File: src/rtl/core/jd3_pkg.sv
// shared types, constants and helpers for the 3d jacobi diffusion block
`default_nettype none
package jd3_pkg;

    // extents are held in 5-bit registers, so no axis exceeds this
    localparam int EXT_LIMIT = 31;
    // default grid limits
    localparam int DEF_MAX_X = 16;
    localparam int DEF_MAX_Y = 16;
    localparam int DEF_MAX_Z = 16;

    // field and datapath widths
    localparam int SIZE_W  = 5;
    localparam int XY_W    = 2 * SIZE_W;
    localparam int CNT_W   = 3 * SIZE_W;
    localparam int IDX_W   = 12;
    localparam int DATA_W  = 32;
    localparam int SWEEP_W = 8;
    localparam int COUP_W  = 24;
    localparam int DIAG_W  = 17;
    localparam int CFG_W   = 24;
    localparam int SUM_W   = 35;
    localparam int MAC_A_W = 54;
    localparam int MAC_B_W = 24;
    localparam int CHUNK_W = 18;
    localparam int ACC_W   = 64;
    localparam int RND_W   = ACC_W - 16;

    // configuration register indexes
    localparam logic [2:0] CFG_SIZE_X = 3'd0;
    localparam logic [2:0] CFG_SIZE_Y = 3'd1;
    localparam logic [2:0] CFG_SIZE_Z = 3'd2;
    localparam logic [2:0] CFG_SWEEPS = 3'd3;
    localparam logic [2:0] CFG_COUP   = 3'd4;
    localparam logic [2:0] CFG_DIAG   = 3'd5;

    // configuration reset values
    localparam logic [SIZE_W-1:0]  RST_SIZE   = 5'd16;
    localparam logic [SWEEP_W-1:0] RST_SWEEPS = 8'd20;
    localparam logic [COUP_W-1:0]  RST_COUP   = 24'd0;
    localparam logic [DIAG_W-1:0]  RST_DIAG   = 17'd65536;

    // action codes
    localparam logic [1:0] ACT_WRITE = 2'd0;
    localparam logic [1:0] ACT_RUN   = 2'd1;
    localparam logic [1:0] ACT_READ  = 2'd2;

    typedef enum logic [3:0] {
        ST_IDLE,
        ST_PREP_XY,
        ST_PREP_N,
        ST_DISPATCH,
        ST_READ_WAIT,
        ST_COPY_RD,
        ST_COPY_WR,
        ST_CELL,
        ST_NB,
        ST_MUL1_GO,
        ST_MUL1_WAIT,
        ST_MUL2_GO,
        ST_MUL2_WAIT
    } state_t;

    // memory control group from sequencer to store
    typedef struct packed {
        logic src_we;
        logic it_we;
        logic it_wsel;
        logic it_rsel;
    } mem_ctl_t;

    // effective extent: zero acts as one, large values clamp
    function automatic logic [SIZE_W-1:0] extent(input logic [SIZE_W-1:0] r,
                                                 input logic [SIZE_W-1:0] lim);
        logic [SIZE_W-1:0] e;
        begin
            if (r == '0)
                e = SIZE_W'(1);
            else if (r > lim)
                e = lim;
            else
                e = r;
            return e;
        end
    endfunction

endpackage
`default_nettype wire

File: src/rtl/core/jd3_mac.sv
// shared multiply-accumulate unit, one 18-bit chunk per cycle
`default_nettype none
module jd3_mac (
    input  wire logic                                 clk,
    input  wire logic                                 rst_n,
    input  wire logic                                 go,
    input  wire logic signed [jd3_pkg::MAC_A_W-1:0]   a,
    input  wire logic        [jd3_pkg::MAC_B_W-1:0]   b,
    output logic                                      valid,
    output logic signed [jd3_pkg::ACC_W-1:0]          acc
);
    import jd3_pkg::*;

    logic                         busy_reg, busy_next;
    logic [1:0]                   cnt_reg, cnt_next;
    logic                         valid_reg, valid_next;
    logic signed [MAC_A_W-1:0]    a_reg;
    logic        [MAC_B_W-1:0]    b_reg;
    logic signed [ACC_W-1:0]      acc_reg, acc_next;
    logic signed [CHUNK_W:0]      chunk;
    logic signed [CHUNK_W+MAC_B_W+1:0] prod;
    logic signed [ACC_W-1:0]      prod_ext;
    logic signed [ACC_W-1:0]      prod_sh;

    // chunk select: low chunks unsigned, top chunk carries the sign
    always_comb
    begin
        unique case (cnt_reg)
            2'd0:    chunk = {1'b0, a_reg[CHUNK_W-1:0]};
            2'd1:    chunk = {1'b0, a_reg[2*CHUNK_W-1:CHUNK_W]};
            default: chunk = {a_reg[MAC_A_W-1], a_reg[MAC_A_W-1:2*CHUNK_W]};
        endcase
    end

    // partial product and shift into place
    always_comb
    begin
        prod     = chunk * $signed({1'b0, b_reg});
        prod_ext = ACC_W'(prod);
        unique case (cnt_reg)
            2'd0:    prod_sh = prod_ext;
            2'd1:    prod_sh = prod_ext <<< CHUNK_W;
            default: prod_sh = prod_ext <<< (2 * CHUNK_W);
        endcase
    end

    // sequencing
    always_comb
    begin
        busy_next  = busy_reg;
        cnt_next   = cnt_reg;
        valid_next = 1'b0;
        acc_next   = acc_reg;
        if (go)
        begin
            busy_next = 1'b1;
            cnt_next  = 2'd0;
            acc_next  = '0;
        end
        else if (busy_reg)
        begin
            acc_next = acc_reg + prod_sh;
            cnt_next = cnt_reg + 2'd1;
            if (cnt_reg == 2'd2)
            begin
                busy_next  = 1'b0;
                valid_next = 1'b1;
            end
        end
    end

    always_ff @(posedge clk or negedge rst_n)
    begin
        if (!rst_n)
        begin
            busy_reg  <= 1'b0;
            cnt_reg   <= 2'd0;
            valid_reg <= 1'b0;
        end
        else
        begin
            busy_reg  <= busy_next;
            cnt_reg   <= cnt_next;
            valid_reg <= valid_next;
        end
    end

    // operands and accumulator
    always_ff @(posedge clk)
    begin
        if (go)
        begin
            a_reg <= a;
            b_reg <= b;
        end
        acc_reg <= acc_next;
    end

    assign valid = valid_reg;
    assign acc   = acc_reg;

    // a new product never starts while one is under way
    a_go_idle: assert property (@(posedge clk) disable iff (!rst_n) go |-> !busy_reg)
        else $error("mac started while busy");
    // the third chunk always completes the product
    a_finish: assert property (@(posedge clk) disable iff (!rst_n)
        (busy_reg && cnt_reg == 2'd2 && !go) |=> valid_reg)
        else $error("mac did not complete");
    // valid only follows a busy cycle
    a_valid: assert property (@(posedge clk) disable iff (!rst_n)
        valid_reg |-> $past(busy_reg))
        else $error("mac valid without work");

endmodule
`default_nettype wire

File: config.mk
export PLATFORM = sky130hd
export DESIGN_NAME = jd3_mac
export DESIGN_NICKNAME = d
export VERILOG_FILES = /design/src/rtl/core/jd3_pkg.sv /design/src/rtl/core/jd3_mac.sv
export SDC_FILE = /design/constraint.sdc
export NUM_CORES = 2
export LEC_CHECK = 0
export BUFFER_PORTS_ARGS = -buffer_cell sky130_fd_sc_hd__clkbuf_2
export CAP_MARGIN = 20
export CORE_MARGIN = 2
export CORE_UTILIZATION = 25
export DETAILED_ROUTE_END_ITERATION = 16
export GPL_ROUTABILITY_DRIVEN = 0
export SYNTH_ARGS = -nofsm -noshare
export SYNTH_HDL_FRONTEND = slang
export SYNTH_SLANG_ARGS = --single-unit
File: constraint.sdc
create_clock -name clk -period 25 [get_ports clk]
set_input_delay 5 -clock clk [delete_from_list [all_inputs] [get_ports clk]]
set_output_delay 5 -clock clk [all_outputs]
set_load 0.01 [all_outputs]
==> metrics.txt <==
Residual DRC 0; Slew @ Worst Pin about 1000 ps; Final Critical Period around 12000 ps; Seq cells post-synth about 150; CTS hold repair buffers 0; area grow syn2layout 10.8%; Worst setup SP type register; top_reg_cell synth edfxtp_1; most common cell after layout, fill and taps aside inv_1; worst-path fanout max 34; register-to-register setup slack between 10000 and 15000 ps; initial antenna violation count 0; register area ~0.0037 sq mm; number of flops mapped to enable cells by yosys just under 80; Initial Util 0.253; Post-Syn Area approximately 0.025 sq mm; pre-CTS setup slack about 13000 ps; final core utilization 0.280; vias in the first global route ~20000; final WL 69000 um; layout cells sized above 1 0.0876; GRT Residual Overflow 0; RSZ-0062 raised after global routing false; max-slew violation count 0; status finished, final reports clean; ANT nets after route 0; sequential fraction of the synthesis area 0.152; fraction of registers with async set/reset 0.0274; Top cell by count, worst path fa_1; most frequent cells in the layout inv_1 (420), fa_1 (374), nand2_1 (338), ha_1 (241), and2_1 (221); Largest register FFs 64; Fin. Hold Viols 0; CP max stage cell or2_2; hpwl dp around 57000 um; fill cell count ~10000; Req. time, crit path about 25000 ps; slowest cell delay on critical path approximately 800 ps; Clock Skew roughly 17 ps; TritonCTS clock tree built; DR vias/cell ~4.7; core region area slightly below 0.1 sq mm; Crit Path Class register to register; CTS Sinks 146; Setup TNS 0 ps; # IOs around 150; DR iter-0 viols around 1600; wire per inst ~17 um; Max Fclk 84.2 MHz; area of the multi-input gates about 0.019 sq mm; Syn. warnings 0; CTS max path bufs 2; Layout Nets 3514; Cells after Synth roughly 2800; setup ws final 13120 ps; hold_ws about 480 ps; post-cts sizing count 0; final worst-path cycle share 0.475; final setup violation count 0; Syn Nets 3452; Clock Latency Late Sink 500 ps; via count between 15000 and 20000; GRT Util Overall 0.140; Max-Cap Viols 0; first-pass GRT wire length approximately 110000 um; Reg clk slew, reported paths approximately 80 ps; Die Y 317 um; Post-CTS Setup Inserts 0; worst rel slew slack 0.347; Worst EP arrival approximately 12000 ps; Min-Delay Path Class register to register; DIE AREA approximately 0.10 sq mm; FP Rows between 100 and 150; Mean Syn Cell Area just under 9 sq um; Setup crit end kind register; port bufs 145; number of distinct library cells after synthesis 77; CTS buffer count 17; H-tree levels 4; largest net degree at the start of global routing 58; Pre-Repair DR Iteration Count 7; Die W 317 um; CTS root buf clkbuf_16
[synth_stat cells (9+ instances only)]
cell      count  area share
inv_1       420       0.064
fa_1        374        0.31
nand2_1     338       0.052
ha_1        242        0.12
and2_1      221       0.056
nor2_1      178       0.027
a21oi_1     142       0.029
clkbuf_1    115       0.018
edfxtp_1     78       0.095
a21o_1       76       0.023
o21ai_0      66       0.013
dfxtp_1      64       0.052
xnor2_1      62       0.022
mux2i_1      35       0.014
xor2_1       28       0.010
nand3_1      24      0.0049
a221oi_1     23      0.0082
nand4_1      17      0.0043
nor3_1       17      0.0035
o21bai_1     17      0.0052
and3_1       16      0.0041
nand2b_1     16      0.0041
buf_1        15      0.0023
or2_2        13      0.0033
a31oi_1      12      0.0031
nor2b_1      12      0.0031
o211ai_1      9      0.0028
o21a_1        9      0.0028
[metal layers]
| metal | part of all wire | routed length, um | vias up | track usage |
|---|---|---|---|---|
| li1 | - | - | 8978 | - |
| met1 | 0.45 | 31100 | 9783 | 0.189 |
| met2 | 0.46 | 31900 | 572 | 0.224 |
| met3 | 0.056 | 3900 | 105 | 0.0255 |
| met4 | 0.031 | 2120 | 0 | 0.0498 |
| met5 | 0 | 0 | - | 0 |
[stage by stage]
stage                     instances  area, sq um
after floorplan                2755        24500
after global placement         4074        26600
after detailed placement       4074        26600
after CTS                      4106        27200
after global routing           4106        27200
final                          4107        27200
[final cells by class]
cell class	instances	area share
clock inverter	15	0.00529
timing repair buffer	180	0.0366
clock buffer	17	0.0156
antenna	1	0.0000920
multi-input combinational	2051	0.689
inverter	421	0.0581
sequential	146	0.137
tap	1276	0.0587
[worst max-delay path, delay by kind of cell (launching register included)]
family	cells	cell delay, ps
adder cells (fa/ha/maj)	10	4860
AO/OA/AOI/OAI	18	3700
AND/OR/NAND/NOR	6	1490
buffers and inverters	7	720
flip-flops	1	400
multiplexers	1	350
XOR/XNOR	1	210
[final timing paths]
| path | endpoint | startpoint | cells past startpoint |
|---|---|---|---|
| min reg2reg | acc[57] | acc[57] | 2 |
| min | acc[57] | acc[57] | 2 |
| max in group asynchronous | busy_reg | rst_n | 1 |
| max reg2reg | acc[56] | cnt_reg[1] | 43 |
| min in group asynchronous | cnt_reg[1] | rst_n | 1 |
| max | acc[56] | cnt_reg[1] | 43 |
[cells by family (layout without fill, tap and decap cells)]
| family | Yosys count | after routing | share of synthesized area |
|---|---|---|---|
| AO/OA/AOI/OAI | 441 | 441 | 0.119 |
| flip-flops | 146 | 146 | 0.152 |
| XOR/XNOR | 90 | 90 | 0.0321 |
| other | 0 | 1 | 0 |
| multiplexers | 37 | 37 | 0.0152 |
| buffers and inverters | 558 | 633 | 0.0860 |
| AND/OR/NAND/NOR | 867 | 867 | 0.167 |
| adder cells (fa/ha/maj) | 616 | 616 | 0.428 |
Power is left out: the tool's default activity adds up to more than one toggle a clock period on the data nets, which glitch-free logic cannot reach.
